[config.mk]
export PLATFORM = sky130hd
export DESIGN_NAME = row_median_filter_flat
export DESIGN_NICKNAME = d
export VERILOG_FILES = /design/src/rtl/rmf_pkg.sv /design/src/rtl/rmf_pix_if.sv /design/src/rtl/rmf_res_if.sv /design/src/rtl/rmf_cell.sv /design/src/rtl/rmf_window.sv /design/src/rtl/row_median_filter.sv /design/src/flat_wrapper.sv
export SDC_FILE = /design/constraint.sdc
export NUM_CORES = 1
export LEC_CHECK = 0
export ABC_CLOCK_PERIOD_IN_PS = 6300
export BUFFER_PORTS_ARGS = -buffer_cell sky130_fd_sc_hd__buf_4
export CAP_MARGIN = 20
export CORE_AREA = 2 2 212 214
export CTS_BUF_LIST = sky130_fd_sc_hd__clkbuf_8
export CTS_CLUSTER_SIZE = 12
export DETAILED_ROUTE_END_ITERATION = 12
export DIE_AREA = 0 0 214 216
export HOLD_SLACK_MARGIN = 0.05
export PLACE_DENSITY = 0.51
export SLEW_MARGIN = 10
export SYNTH_ARGS = -nofsm -noshare
export SYNTH_HDL_FRONTEND = slang
export SYNTH_HIERARCHICAL = 1
export SYNTH_SLANG_ARGS = --single-unit
export TNS_END_PERCENT = 20
[constraint.sdc]
create_clock -name clk_i -period 6.3 [get_ports clk_i]
set_input_delay 0.315 -clock clk_i [delete_from_list [all_inputs] [get_ports clk_i]]
set_output_delay 0.315 -clock clk_i [all_outputs]
set_load 0.05 [all_outputs]
[src/rtl/rmf_pkg.sv]
// ----------------------------------------------------------------------------
// Row median filter package
// Shared pixel type, configuration constants and control structures.
// ----------------------------------------------------------------------------
package rmf_pkg;

  localparam int PIXEL_W = 8;
  localparam int CFG_W   = 3;

  typedef logic [PIXEL_W-1:0] pixel_t;
  typedef logic [CFG_W-1:0]   half_width_t;

  localparam half_width_t HALF_WIDTH_RESET = half_width_t'(1);

  // Commands from the sequencer to the window.
  typedef struct packed {
    logic shift;
    logic flush;
    logic clear;
    logic step;
  } rmf_win_ctrl_t;

  // Commands and broadcast sample from the window to every cell.
  typedef struct packed {
    logic   shift;
    logic   flush;
    logic   clear;
    logic   step;
    logic   bc_valid;
    pixel_t bc_sample;
  } rmf_cell_ctrl_t;

endpackage

[src/rtl/rmf_pix_if.sv]
// ----------------------------------------------------------------------------
// Row median filter pixel channel
// Valid/ready channel carrying one raster pixel and its end-of-row mark.
// ----------------------------------------------------------------------------
interface rmf_pix_if
  import rmf_pkg::*;
  ();

  logic   valid;
  logic   ready;
  pixel_t pixel_in;
  logic   row_end_in;

  modport source (output valid, output pixel_in, output row_end_in, input ready);
  modport sink   (input valid, input pixel_in, input row_end_in, output ready);

endinterface

[src/rtl/rmf_res_if.sv]
// ----------------------------------------------------------------------------
// Row median filter result channel
// Valid/ready channel carrying one filtered pixel and its marks.
// ----------------------------------------------------------------------------
interface rmf_res_if
  import rmf_pkg::*;
  ();

  logic   valid;
  logic   ready;
  pixel_t pixel_out;
  logic   row_end_out;
  logic   last_of_run;

  modport source (
    output valid, output pixel_out, output row_end_out, output last_of_run,
    input ready
  );
  modport sink (
    input valid, input pixel_out, input row_end_out, input last_of_run,
    output ready
  );

endinterface

[src/rtl/rmf_cell.sv]
// ----------------------------------------------------------------------------
// Row median filter window cell
// Holds one window sample and its valid mark, shifts them on to the next
// cell and counts the rank of its sample against the broadcast samples.
// ----------------------------------------------------------------------------
module rmf_cell
  import rmf_pkg::*;
#(
  parameter int RANK_W = 4
) (
  input  logic              clk_i,
  input  logic              rst_ni,
  input  rmf_cell_ctrl_t    ctrl_i,
  input  logic              tie_i,
  input  pixel_t            prev_sample_i,
  input  logic              prev_valid_i,
  output pixel_t            sample_o,
  output logic              valid_o,
  output logic [RANK_W-1:0] rank_o
);

  pixel_t            sample_q;
  logic              valid_q;
  logic [RANK_W-1:0] rank_q;
  logic              below;

  // A broadcast sample ranks below this one if it is smaller, or equal and
  // held in a newer slot, so that the ranks form a strict order.
  assign below = ctrl_i.bc_valid &&
                 ((ctrl_i.bc_sample < sample_q) ||
                  ((ctrl_i.bc_sample == sample_q) && tie_i));

  always_ff @(posedge clk_i or negedge rst_ni) begin
    if (!rst_ni) begin
      valid_q <= 1'b0;
    end else if (ctrl_i.flush) begin
      valid_q <= 1'b0;
    end else if (ctrl_i.shift) begin
      valid_q <= prev_valid_i;
    end
  end

  always_ff @(posedge clk_i) begin
    if (ctrl_i.shift) begin
      sample_q <= prev_sample_i;
    end
    if (ctrl_i.clear) begin
      rank_q <= '0;
    end else if (ctrl_i.step && below) begin
      rank_q <= rank_q + RANK_W'(1);
    end
  end

  assign sample_o = sample_q;
  assign valid_o  = valid_q;
  assign rank_o   = rank_q;

endmodule

[src/rtl/rmf_window.sv]
// ----------------------------------------------------------------------------
// Row median filter window
// Chain of cells holding the newest samples of the row, with the broadcast
// of one sample per cycle and the selection of the median by rank.
// ----------------------------------------------------------------------------
module rmf_window
  import rmf_pkg::*;
#(
  parameter int SLOTS = 15
) (
  input  logic                       clk_i,
  input  logic                       rst_ni,
  input  rmf_win_ctrl_t              ctrl_i,
  input  pixel_t                     pixel_i,
  input  logic [$clog2(SLOTS)-1:0]   k_i,
  input  logic [$clog2(SLOTS)-1:0]   lo_i,
  input  logic [$clog2(SLOTS)-1:0]   hi_i,
  output pixel_t                     median_o
);

  localparam int IDX_W = $clog2(SLOTS);
  localparam int CNT_W = $clog2(SLOTS + 1);

  pixel_t            sample  [SLOTS];
  logic              valid   [SLOTS];
  logic [IDX_W-1:0]  rank    [SLOTS];
  logic              sel     [SLOTS];
  rmf_cell_ctrl_t    cell_ctrl;
  logic [CNT_W-1:0]  count_q;
  logic [IDX_W-1:0]  mid;

  always_comb begin
    cell_ctrl.shift     = ctrl_i.shift;
    cell_ctrl.flush     = ctrl_i.flush;
    cell_ctrl.clear     = ctrl_i.clear;
    cell_ctrl.step      = ctrl_i.step;
    cell_ctrl.bc_valid  = valid[k_i];
    cell_ctrl.bc_sample = sample[k_i];
  end

  for (genvar j = 0; j < SLOTS; j++) begin : g_cell
    pixel_t prev_sample;
    logic   prev_valid;

    if (j == 0) begin : g_head
      assign prev_sample = pixel_i;
      assign prev_valid  = 1'b1;
    end else begin : g_link
      assign prev_sample = sample[j-1];
      assign prev_valid  = valid[j-1];
    end

    rmf_cell #(
      .RANK_W(IDX_W)
    ) u_cell (
      .clk_i        (clk_i),
      .rst_ni       (rst_ni),
      .ctrl_i       (cell_ctrl),
      .tie_i        (k_i < IDX_W'(j)),
      .prev_sample_i(prev_sample),
      .prev_valid_i (prev_valid),
      .sample_o     (sample[j]),
      .valid_o      (valid[j]),
      .rank_o       (rank[j])
    );

    assign sel[j] = valid[j] && (IDX_W'(j) >= lo_i) && (IDX_W'(j) <= hi_i) &&
                    (rank[j] == mid);
  end

  always_ff @(posedge clk_i or negedge rst_ni) begin
    if (!rst_ni) begin
      count_q <= '0;
    end else if (ctrl_i.clear) begin
      count_q <= '0;
    end else if (ctrl_i.step && cell_ctrl.bc_valid) begin
      count_q <= count_q + CNT_W'(1);
    end
  end

  assign mid = IDX_W'(count_q >> 1);

  always_comb begin
    median_o = '0;
    for (int j = 0; j < SLOTS; j++) begin
      if (sel[j]) begin
        median_o = median_o | sample[j];
      end
    end
  end

endmodule

[src/rtl/row_median_filter.sv]
// ----------------------------------------------------------------------------
// Row median filter
// Horizontal median over 8-bit grey pixels, truncated at both row ends.
//
// Pixels enter on pix_i in raster order, row_end_in marking the last pixel of
// a row. Filtered pixels leave on res_o; row_end_out marks the last pixel of
// the row and last_of_run the final result caused by one input transfer.
// The half width is written through cfg_we_i/cfg_wdata_i and is saturated to
// MAX_HALF_WIDTH; the user must write it only while the block is idle, which
// the block itself does not enforce. One pixel is taken at a time. Output lags
// input by the half width h; at a row end all pending pixels are produced. An
// input transfer that causes no result leaves the block idle. Otherwise each
// result is formed over the s <= 2h + 1 window slots from max(c - h, 0) to
// c + h around its centre c: the cells rank their samples against one
// broadcast slot per cycle, then the median is registered.
// At reset the window is empty, no pixel is pending and the half width is 1.
// A result waits in the output register while the receiver stalls; the next
// result of the run waits for it to be taken. Once the last result of a run
// is registered, a new input transfer may occur.
// ----------------------------------------------------------------------------
module row_median_filter
  import rmf_pkg::*;
#(
  parameter int MAX_HALF_WIDTH = 7
) (
  input  logic         clk_i,
  input  logic         rst_ni,
  input  logic         cfg_we_i,
  input  half_width_t  cfg_wdata_i,
  rmf_pix_if.sink      pix_i,
  rmf_res_if.source    res_o
);

  localparam int SLOTS = 2 * MAX_HALF_WIDTH + 1;
  localparam int IDX_W = $clog2(SLOTS);
  localparam int CNT_W = $clog2(SLOTS + 1);
  localparam int EXT_W = (IDX_W > CFG_W) ? IDX_W + 1 : CFG_W + 1;

  typedef enum logic [1:0] {S_IDLE, S_SWEEP, S_EMIT} state_e;

  state_e            state_q;
  half_width_t       half_width_q;
  logic [CNT_W-1:0]  lead_q;
  logic [IDX_W-1:0]  h_q;
  logic              row_end_q;
  logic [IDX_W-1:0]  c_q;
  logic [IDX_W-1:0]  last_c_q;
  logic [IDX_W-1:0]  k_q;
  logic [IDX_W-1:0]  lo_q;
  logic [IDX_W-1:0]  hi_q;
  logic              res_valid_q;
  pixel_t            res_pixel_q;
  logic              res_row_end_q;
  logic              res_last_q;

  logic [EXT_W-1:0]  hw_ext;
  logic [IDX_W-1:0]  h_eff;
  logic [CNT_W:0]    lead_inc;
  logic [CNT_W-1:0]  pending;
  logic              has_out;
  logic [IDX_W-1:0]  c_first;
  logic [CNT_W-1:0]  lead_new;
  logic [IDX_W-1:0]  c_next;
  logic [IDX_W-1:0]  c_sel;
  logic [IDX_W-1:0]  h_sel;
  logic [IDX_W:0]    hi_sum;
  logic [IDX_W-1:0]  lo_sel;
  logic [IDX_W-1:0]  hi_sel;
  logic              accept;
  logic              out_free;
  logic              emit;
  logic              last_c;
  rmf_win_ctrl_t     win_ctrl;
  pixel_t            median;

  always_comb begin
    hw_ext   = EXT_W'(half_width_q);
    h_eff    = (hw_ext > EXT_W'(MAX_HALF_WIDTH)) ? IDX_W'(MAX_HALF_WIDTH)
                                                 : IDX_W'(hw_ext);
    lead_inc = {1'b0, lead_q} + (CNT_W + 1)'(1);
    pending  = (lead_inc > (CNT_W + 1)'(SLOTS)) ? CNT_W'(SLOTS)
                                                : lead_inc[CNT_W-1:0];
    has_out  = pix_i.row_end_in || (pending > CNT_W'(h_eff));
    c_first  = IDX_W'(pending - CNT_W'(1));
    if (pix_i.row_end_in) begin
      lead_new = '0;
    end else if (pending > CNT_W'(h_eff)) begin
      lead_new = CNT_W'(h_eff);
    end else begin
      lead_new = pending;
    end
    c_next = c_q - IDX_W'(1);
    c_sel  = (state_q == S_IDLE) ? c_first : c_next;
    h_sel  = (state_q == S_IDLE) ? h_eff : h_q;
    hi_sum = {1'b0, c_sel} + {1'b0, h_sel};
    hi_sel = (hi_sum > (IDX_W + 1)'(SLOTS - 1)) ? IDX_W'(SLOTS - 1)
                                                : hi_sum[IDX_W-1:0];
    lo_sel = (c_sel > h_sel) ? c_sel - h_sel : '0;
  end

  assign pix_i.ready = (state_q == S_IDLE);
  assign accept      = pix_i.valid && pix_i.ready;
  assign out_free    = !res_valid_q || res_o.ready;
  assign emit        = (state_q == S_EMIT) && out_free;
  assign last_c      = (c_q == last_c_q);

  always_comb begin
    win_ctrl.shift = accept;
    win_ctrl.clear = accept || (emit && !last_c);
    win_ctrl.step  = (state_q == S_SWEEP);
    win_ctrl.flush = emit && last_c && row_end_q;
  end

  rmf_window #(
    .SLOTS(SLOTS)
  ) u_window (
    .clk_i   (clk_i),
    .rst_ni  (rst_ni),
    .ctrl_i  (win_ctrl),
    .pixel_i (pix_i.pixel_in),
    .k_i     (k_q),
    .lo_i    (lo_q),
    .hi_i    (hi_q),
    .median_o(median)
  );

  always_ff @(posedge clk_i or negedge rst_ni) begin
    if (!rst_ni) begin
      half_width_q <= HALF_WIDTH_RESET;
    end else if (cfg_we_i) begin
      half_width_q <= cfg_wdata_i;
    end
  end

  always_ff @(posedge clk_i or negedge rst_ni) begin
    if (!rst_ni) begin
      state_q       <= S_IDLE;
      lead_q        <= '0;
      h_q           <= '0;
      row_end_q     <= 1'b0;
      c_q           <= '0;
      last_c_q      <= '0;
      k_q           <= '0;
      lo_q          <= '0;
      hi_q          <= '0;
      res_valid_q   <= 1'b0;
      res_pixel_q   <= '0;
      res_row_end_q <= 1'b0;
      res_last_q    <= 1'b0;
    end else begin
      if (emit) begin
        res_valid_q <= 1'b1;
      end else if (res_o.ready) begin
        res_valid_q <= 1'b0;
      end
      unique case (state_q)
        S_IDLE: begin
          if (accept) begin
            h_q       <= h_eff;
            row_end_q <= pix_i.row_end_in;
            lead_q    <= lead_new;
            if (has_out) begin
              c_q      <= c_first;
              last_c_q <= pix_i.row_end_in ? '0 : h_eff;
              lo_q     <= lo_sel;
              hi_q     <= hi_sel;
              k_q      <= lo_sel;
              state_q  <= S_SWEEP;
            end
          end
        end
        S_SWEEP: begin
          if (k_q == hi_q) begin
            state_q <= S_EMIT;
          end else begin
            k_q <= k_q + IDX_W'(1);
          end
        end
        S_EMIT: begin
          if (out_free) begin
            res_pixel_q   <= median;
            res_row_end_q <= row_end_q && (c_q == '0);
            res_last_q    <= last_c;
            if (last_c) begin
              state_q <= S_IDLE;
            end else begin
              c_q     <= c_next;
              lo_q    <= lo_sel;
              hi_q    <= hi_sel;
              k_q     <= lo_sel;
              state_q <= S_SWEEP;
            end
          end
        end
        default: begin
          state_q <= S_IDLE;
        end
      endcase
    end
  end

  assign res_o.valid       = res_valid_q;
  assign res_o.pixel_out   = res_pixel_q;
  assign res_o.row_end_out = res_row_end_q;
  assign res_o.last_of_run = res_last_q;

  a_sweep_in_range: assert property (
    @(posedge clk_i) disable iff (!rst_ni)
    (state_q == S_SWEEP) |-> (k_q >= lo_q) && (k_q <= hi_q)
  ) else $error("window sweep index left the window bounds");

  a_centre_order: assert property (
    @(posedge clk_i) disable iff (!rst_ni)
    (state_q != S_IDLE) |-> (c_q >= last_c_q)
  ) else $error("output centre passed the last centre of the run");

  a_row_end_closes_run: assert property (
    @(posedge clk_i) disable iff (!rst_ni)
    (res_valid_q && res_row_end_q) |-> res_last_q
  ) else $error("row end result is not the last result of its run");

  a_lead_bounded: assert property (
    @(posedge clk_i) disable iff (!rst_ni)
    (state_q == S_IDLE) |-> (lead_q <= CNT_W'(MAX_HALF_WIDTH))
  ) else $error("more pixels pending than the widest window allows");

  a_flush_empties_lead: assert property (
    @(posedge clk_i) disable iff (!rst_ni)
    win_ctrl.flush |-> (lead_q == '0)
  ) else $error("row end flush with pixels still counted as pending");

endmodule
[src/flat_wrapper.sv]
// flat-port wrapper written by rule: the top's interface ports become plain ports
module row_median_filter_flat import rmf_pkg::*;
#(
  parameter int MAX_HALF_WIDTH = 7
)
  (clk_i, rst_ni, cfg_we_i, cfg_wdata_i, pix_i_valid, pix_i_pixel_in, pix_i_row_end_in, pix_i_ready, res_o_valid, res_o_pixel_out, res_o_row_end_out, res_o_last_of_run, res_o_ready);
  rmf_pix_if pix_i_i ();
  rmf_res_if res_o_i ();
  input  logic clk_i;
  input  logic rst_ni;
  input  logic cfg_we_i;
  input  half_width_t cfg_wdata_i;
  input wire logic [$bits(pix_i_i.valid)-1:0] pix_i_valid;
  input wire logic [$bits(pix_i_i.pixel_in)-1:0] pix_i_pixel_in;
  input wire logic [$bits(pix_i_i.row_end_in)-1:0] pix_i_row_end_in;
  output wire logic [$bits(pix_i_i.ready)-1:0] pix_i_ready;
  output wire logic [$bits(res_o_i.valid)-1:0] res_o_valid;
  output wire logic [$bits(res_o_i.pixel_out)-1:0] res_o_pixel_out;
  output wire logic [$bits(res_o_i.row_end_out)-1:0] res_o_row_end_out;
  output wire logic [$bits(res_o_i.last_of_run)-1:0] res_o_last_of_run;
  input wire logic [$bits(res_o_i.ready)-1:0] res_o_ready;
  assign pix_i_i.valid = pix_i_valid;
  assign pix_i_i.pixel_in = pix_i_pixel_in;
  assign pix_i_i.row_end_in = pix_i_row_end_in;
  assign pix_i_ready = pix_i_i.ready;
  assign res_o_valid = res_o_i.valid;
  assign res_o_pixel_out = res_o_i.pixel_out;
  assign res_o_row_end_out = res_o_i.row_end_out;
  assign res_o_last_of_run = res_o_i.last_of_run;
  assign res_o_i.ready = res_o_ready;
  row_median_filter #(.MAX_HALF_WIDTH(MAX_HALF_WIDTH)) u_core (.clk_i(clk_i), .rst_ni(rst_ni), .cfg_we_i(cfg_we_i), .cfg_wdata_i(cfg_wdata_i), .pix_i(pix_i_i), .res_o(res_o_i));
endmodule
==> impl_metrics.yaml, run 1 <==
global_routing:
  antenna_found_initial: 1
  grt_pass1_wl_um: 83800
  grt_use_total: 0.238
  grt_pass1_vias: 13800
  gr-total-overflow: 0
  grt_max_degree: 96
pwr:
  finalPower_w: 0.0118
  p_leak_nw: 8.20
  vdd_drop_max_mv: 0.224
  power_density_nw_per_um2: 606
layout:
  layout-drive-gt1-share: 0.144
  n_antenna_cell: 0
  syn_to_final_growth_pct: 11.6
  design_area_um2: 19400
  final_nets: 1973
synthesis:
  seq_area_frac_synth: 0.366
  syn_nets: 1903
  synth-edff-count: 120
  synthesis.area_um2: 17400
  synthFlopType: "edfxtp_1"
  ys_types: 85
  synthArstFlopShare: 0.256
  ys_seq_elements: 242
  synth_area_per_cell_um2: 10.0
  synthCells: 1734
  yosysWarnings: 6
detailed_routing:
  vias_per_cell: 5.73
  routed_wl_um: 54500
  ant_nets: 0
  dr.pass1.iters: 5
  drtIter0Drc: 1271
  drc_errors: 0
  vias: 14000
  wire_per_inst_um: 22.4
timing:
  slew_violations: 0
  period_share: 0.640
  setup_viol_count_final: 0
  hold_violations: 0
  rsz0062_at_grt: "no"
  fin_crit_ps: 4030
  setup_tns_ps: 0
  worst_pin_slew_ps: 1160
  fmax_mhz: 248
  fin_worst_skew_ps: 23.6
  max_slew_margin: 0.225
worst_setup_path:
  path_cells: "nor2_1 -> nand2_1 -> inv_6 -> buf_4"
  critical_path_class: "flip-flop to flip-flop"
  cp.buffers_inverters: 2
  startpoint_type: "flip-flop"
  cpLargestDelayFamily: "simple AND/OR/NAND/NOR gates"
  crit_path_max_fanout: 93
  slowest_stage: "nor2_1"
  slowest_delay_ps: 840
  worstPathArrival_ps: 4280
  crit_path_end_kind: "flip-flop"
  cp.required_ps: 6550
die:
  die_area_um2: 46200
  coreArea_um2: 43800
  rows: 77
  die_w_um: 214
  io_pins: 29
  initial_core_util: 0.396
  die_h_um: 216
worst_hold_path:
  min_path_type: "input port to asynchronous set/reset pin"
status:
  status: "completed"
clock_tree:
  cts_tree: "done"
  cts_made_buffers: 49
  cts.sinks: 242
  clkLatencyLatePin_ps: 620
  clockBufferDepth: 3
  cts_htree_levels: 2
  post-cts-setup-buffers: 0
  clockRootBuffer: "clkbuf_8"
  clk_pin_slew_ps: 60
placed_design:
  io_buffers: 28
  gp_congestion: 0.880
  hpwl_um: 40200
  postPlaceCellArea_um2: 18300
flow_run:
  drv_cap: 0
==> through the flow <==
| step | setup slack (ps) | std cells | hold WS (ps) | utilization |
|---|---|---|---|---|
| 2_1_floorplan | 1960 | 1734 | 19.4 | - |
| 3_3_place_gp | 2290 | 2323 | 459 | 0.416 |
| 3_5_place_dp | 2240 | 2325 | 468 | 0.416 |
| 4_1_cts | 2230 | 2433 | 351 | 0.442 |
| 5_1_grt | 1990 | 2434 | 389 | 0.442 |
| 6_report | 2270 | 2434 | 337 | 0.442 |
==> worst paths after layout <==
| check | start | to | slack (ps) | depth (start not counted) |
|---|---|---|---|---|
| worst min-delay path | rst_ni | u_core/lead_q[1] | 340 | 2 |
| min in group clk_i | pix_i_valid | u_core/k_q[3] | 400 | 6 |
| worst max-delay path | u_core/state_q[1] | u_core/u_window/g_cell[10].u_cell/sample_o[4] | 2270 | 4 |
| worst max register to register | u_core/state_q[1] | u_core/u_window/g_cell[10].u_cell/sample_o[4] | 2270 | 4 |
| max in group asynchronous | rst_ni | u_core/k_q[0] | 5300 | 2 |
| worst min register to register | u_core/res_o.pixel_out[2] | u_core/res_o.pixel_out[2] | 480 | 2 |
==> sequential cells by signal, indices dropped and copies added, names as in the netlist, 8 cells and up <==
name,flops
u_core/u_window/g_cell.u_cell/valid_o,15
u_core/u_window/g_cell.u_cell/sample_o,120
u_core/u_window/g_cell.u_cell/rank_o,60
u_core/res_o.pixel_out,8
==> timing repair <==
action,CTS,global route
hold buffers,19,0
gates resized for setup,0,0
hold endpoints to repair,75,0
==> synthesized netlist by cell type, types with 19 or more instances <==
| master | n | area (um2) |
|---|---|---|
| dfrtp_1 | 61 | 1530 |
| ha_1 | 150 | 1880 |
| edfxtp_1 | 120 | 3600 |
| nor2_1 | 84 | 315 |
| o21ai_1 | 26 | 130 |
| a211oi_1 | 19 | 143 |
| dfxtp_1 | 60 | 1200 |
| a22oi_1 | 31 | 233 |
| nand2b_1 | 65 | 407 |
| mux2i_1 | 52 | 521 |
| a21oi_1 | 62 | 310 |
| o211ai_1 | 19 | 143 |
| nor3_1 | 38 | 190 |
| nand3_1 | 81 | 405 |
| nand2_1 | 141 | 529 |
| xor2_1 | 26 | 228 |
| o21ai_0 | 45 | 225 |
| nor2b_1 | 40 | 250 |
| nor3b_1 | 49 | 368 |
| clkbuf_1 | 32 | 120 |
| xnor2_1 | 31 | 272 |
| a221oi_1 | 27 | 236 |
| mux4_2 | 32 | 721 |
| inv_1 | 157 | 589 |
| a31oi_1 | 20 | 125 |
==> cell families after synthesis <==
group / share of synthesized area
xor gates and xnor gates: 0.0287
buffers and inverters: 0.0496
DFF: 0.366
adders and majority gates: 0.110
and+or+nand+nor: 0.236
other: 0.000432
muxes: 0.0909
AOI/OAI and AO/OA: 0.117
==> area by class of cell <==
type | count | area (um2)
well taps | 592 | 741
repair buffers | 73 | 593
clock buffers | 56 | 771
clock inverters | 33 | 163
inverters | 158 | 598
flip-flops and latches | 242 | 6360
multi-input cells | 1280 | 10200
fillers | 4194 | 24400
==> layer usage <==
layer	up-vias	share of wire	global-route usage
met5	-	0.00033	0
met4	2	0.051	0.125
met3	134	0.064	0.0419
met2	476	0.44	0.367
met1	6757	0.44	0.318
li1	6584	-	-
==> report_power, final <==
| group | internal [W] | switching (W) | total (W) |
|---|---|---|---|
| Clock | 0.000849 | 0.000747 | 0.00160 |
| Combinational | 0.00296 | 0.00447 | 0.00744 |
| Sequential | 0.00213 | 0.000593 | 0.00272 |
| Total | 0.00594 | 0.00581 | 0.0118 |
==> cell usage in the layout (no fill, tap or decap), types with 20 or more instances in the layout <==
| cell | synthesis | final |
|---|---|---|
| nor2b_1 | 40 | 40 |
| xor2_1 | 26 | 26 |
| nand3_1 | 81 | 81 |
| nor2_1 | 84 | 84 |
| nor3b_1 | 49 | 49 |
| a21oi_1 | 62 | 62 |
| o21ai_1 | 26 | 25 |
| o21ai_0 | 45 | 45 |
| mux4_2 | 32 | 32 |
| a31oi_1 | 20 | 20 |
| a22oi_1 | 31 | 31 |
| buf_4 | 4 | 53 |
| nor3_1 | 38 | 38 |
| inv_1 | 157 | 177 |
| dfxtp_1 | 60 | 60 |
| a221oi_1 | 27 | 27 |
| ha_1 | 150 | 150 |
| clkbuf_8 | 0 | 56 |
| nand2_1 | 141 | 141 |
| edfxtp_1 | 120 | 120 |
| dfrtp_1 | 61 | 59 |
| mux2i_1 | 52 | 51 |
| nand2b_1 | 65 | 65 |
| xnor2_1 | 31 | 31 |
Power figures use the tool's default switching activity.
==> run 2: changes to the inputs <==
ABC_AREA = 1   (was not set)
ABC_CLOCK_PERIOD_IN_PS = 4100   (was 6300)
CORE_AREA = 2 2 213 215   (was 2 2 212 214)
DIE_AREA = 0 0 215 217   (was 0 0 214 216)
PLACE_DENSITY = 0.52   (was 0.51)
clock period = 4.1 ns   (was 6.3 ns; I/O delays follow)
==> run 2 against run 1 <==
Global-route usage increased by 1.2 points. Synthesized cell count rose by 41%. Clock-buffer cell count decreased by 2. Via count rose by 15%. Cell count rose by 30%. Largest cell class unchanged. Routed wire length up 6.6%. Die area is 0.93% higher. Setup slack worse by 1400 ps. Register-to-register slack worse by 1400 ps. Clock skew increased by 11 ps. Highest routed layer is now met4. Area after synthesis rose by 1.4%. Fmax grew 24%.
==> impl_metrics.yaml, run 2 <==
status:
  status: "completed"
worst_setup_path:
  crit_path_max_fanout: 18
  r2r_slack_ps: 850
  r2r_cells: 15
  regToRegEndpoint: "u_core/u_window/g_cell[7].u_cell/rank_o[1]"
  reg2reg_from: "u_core/k_q[1]"
  cp.required_ps: 4610
  critical_path_class: "flip-flop to flip-flop"
  startpoint_type: "flip-flop"
  worstPathArrival_ps: 3760
  crit_path_end_kind: "flip-flop"
timing:
  period_share: 0.793
  fin_worst_skew_ps: 34.1
  slew_violations: 0
  worst_pin_slew_ps: 1050
  fmax_mhz: 308
  hold_violations: 0
  setup_viol_count_final: 0
  fin_crit_ps: 3250
  rsz0062_at_grt: "no"
  max_slew_margin: 0.298
  setup_tns_ps: 0
  fin_ws_ps: 849
layout:
  layout-drive-gt1-share: 0.109
  syn_to_final_growth_pct: 11.8
  layout_commonest_cell: "nand2_1"
  final_cells: 3170
  largest_register_ffs: 120
  fillers: 4693
  regArea_um2: 6360
  n_antenna_cell: 0
  multi_input_area_um2: 9300
  final_nets: 2700
  mostFrequentLayoutCells: "nand2_1 (623), inv_1 (400), nor2_1 (288)"
clock_tree:
  cts_tree: "done"
  clockRootBuffer: "clkbuf_8"
  cts.sinks: 242
  clk_pin_slew_ps: 60
  cts_made_buffers: 48
  clkLatencyLatePin_ps: 640
  cts_htree_levels: 2
  clockBufferDepth: 3
detailed_routing:
  routed_wl_um: 58100
  ant_nets: 0
  vias_per_cell: 5.07
  wire_per_inst_um: 18.3
  dr.pass1.iters: 6
  drc_errors: 0
  vias: 16100
  drtIter0Drc: 1192
synthesis:
  synth_area_per_cell_um2: 7.23
  synthesis.area_um2: 17600
  yosysMostFrequentCell: "nand2_1"
  synth_top_area_frac: 0.205
  synthFlopType: "edfxtp_1"
  synth_top_cell_by_area: "edfxtp_1"
  synthCells: 2437
  syn_nets: 2606
  yosys-top-cells-count: "nand2_1 (623), inv_1 (384), nor2_1 (288), nand3_1 (166), ha_1 (150)"
  yosysWarnings: 6
  synth_area_leaders: "edfxtp_1 (20%), nand2_1 (13%), ha_1 (11%)"
  synth-edff-count: 120
  ys_types: 52
  ys_seq_elements: 242
  seq_area_frac_synth: 0.361
  synthArstFlopShare: 0.256
die:
  initial_core_util: 0.394
  die_h_um: 217
  io_pins: 29
  coreArea_um2: 44700
  rows: 78
  die_w_um: 215
  die_area_um2: 46700
placed_design:
  dp.cells: 3065
  preCtsSetupSlack_ps: 901
  io_buffers: 28
  gp_congestion: 0.912
  hpwl_um: 43600
worst_hold_path:
  min_path_type: "input port to asynchronous set/reset pin"
global_routing:
  grt_pass1_vias: 15600
  grt_pass1_wl_um: 89600
  antenna_found_initial: 0
  grt_max_degree: 158
  gr-total-overflow: 0
  grt_use_total: 0.250
flow_run:
  drv_cap: 0
-- run 2: cell types whose count changed after synthesis, moves of 43 or more --
cell      change
a21oi_1      +53
nor3b_1      -49
nand4_1      +43
nor2_1      +204
inv_1       +227
nand2_1     +482
nand2b_1     -65
nand3_1      +85
mux2i_1      -52
-- run 2: layer usage --
metal,vias to the layer above,share of wire,track usage
li1,7995,-,-
met1,7462,0.45,0.328
met2,521,0.46,0.417
met3,107,0.068,0.0432
met4,0,0.027,0.0830
met5,-,0,0
-- run 2: metrics by stage --
step	hold WS [ps]	cell area, um2	util
after floorplan	-90.6	17600	-
after global placement	378	18600	0.416
after detailed placement	385	18600	0.416
after CTS	219	19700	0.441
after global routing	286	19700	0.441
final	243	19700	0.441
-- run 2: worst max path at each step --
stage | slack, ps | to | from | depth (start not counted)
floorplan | 1020 | u_core/hi_q[2] | u_core/state_q[1] | 11
global placement | 920 | u_core/u_window/g_cell[7].u_cell/rank_o[3] | u_core/k_q[1] | 15
detailed placement | 900 | u_core/u_window/g_cell[7].u_cell/rank_o[1] | u_core/k_q[1] | 15
CTS | 880 | u_core/u_window/g_cell[7].u_cell/rank_o[1] | u_core/k_q[1] | 15
global route | 560 | u_core/u_window/g_cell[7].u_cell/rank_o[3] | u_core/k_q[1] | 15
finish | 850 | u_core/u_window/g_cell[7].u_cell/rank_o[1] | u_core/k_q[1] | 15
-- run 2: layout make-up --
class / instances / area share
Tap cell: 600 / 0.0381
Multi-Input combinational cell: 1710 / 0.472
Timing Repair Buffer: 76 / 0.0323
Clock inverter: 35 / 0.00896
Sequential cell: 242 / 0.323
Clock buffer: 54 / 0.0377
Inverter: 453 / 0.0879
-- run 2: cell families (layout without fill, tap and decap cells) --
| group | count (synthesis) | in the layout | synth area share |
|---|---|---|---|
| AO/OA/AOI/OAI | 272 | 272 | 0.0884 |
| XOR/XNOR | 42 | 42 | 0.0209 |
| adder cells (fa/ha/maj) | 152 | 152 | 0.109 |
| buffers and inverters | 485 | 618 | 0.111 |
| flip-flops | 242 | 242 | 0.361 |
| other | 2 | 2 | 0.000426 |
| AND/OR/NAND/NOR | 1242 | 1242 | 0.309 |
-- run 2: critical path, stage by stage (launching register included) --
cell and delay, ps:
dfrtp_1 400, buf_4 250, nor3_4 480, o211ai_1 150, nand2_1 120, a21oi_1 70, nand3_1 110, buf_4 260
ha_1 290, a21o_1 180, nor2_1 260, nand2_1 110, nand2_2 200, nand3_1 100, nand2_1 70, nor2_1 40
-- run 2: timing repair --
action / 4_1_cts / 5_1_grt
resized for setup: 0 / 0
hold buffers: 16 / 0
setup endpoints to repair: 0 / 0
hold endpoints to repair: 81 / 0
setup buffers: 0 / 0
Power of run 2 is left out: the tool's default activity adds up to more than one toggle a clock period on the data nets, which glitch-free logic cannot reach.
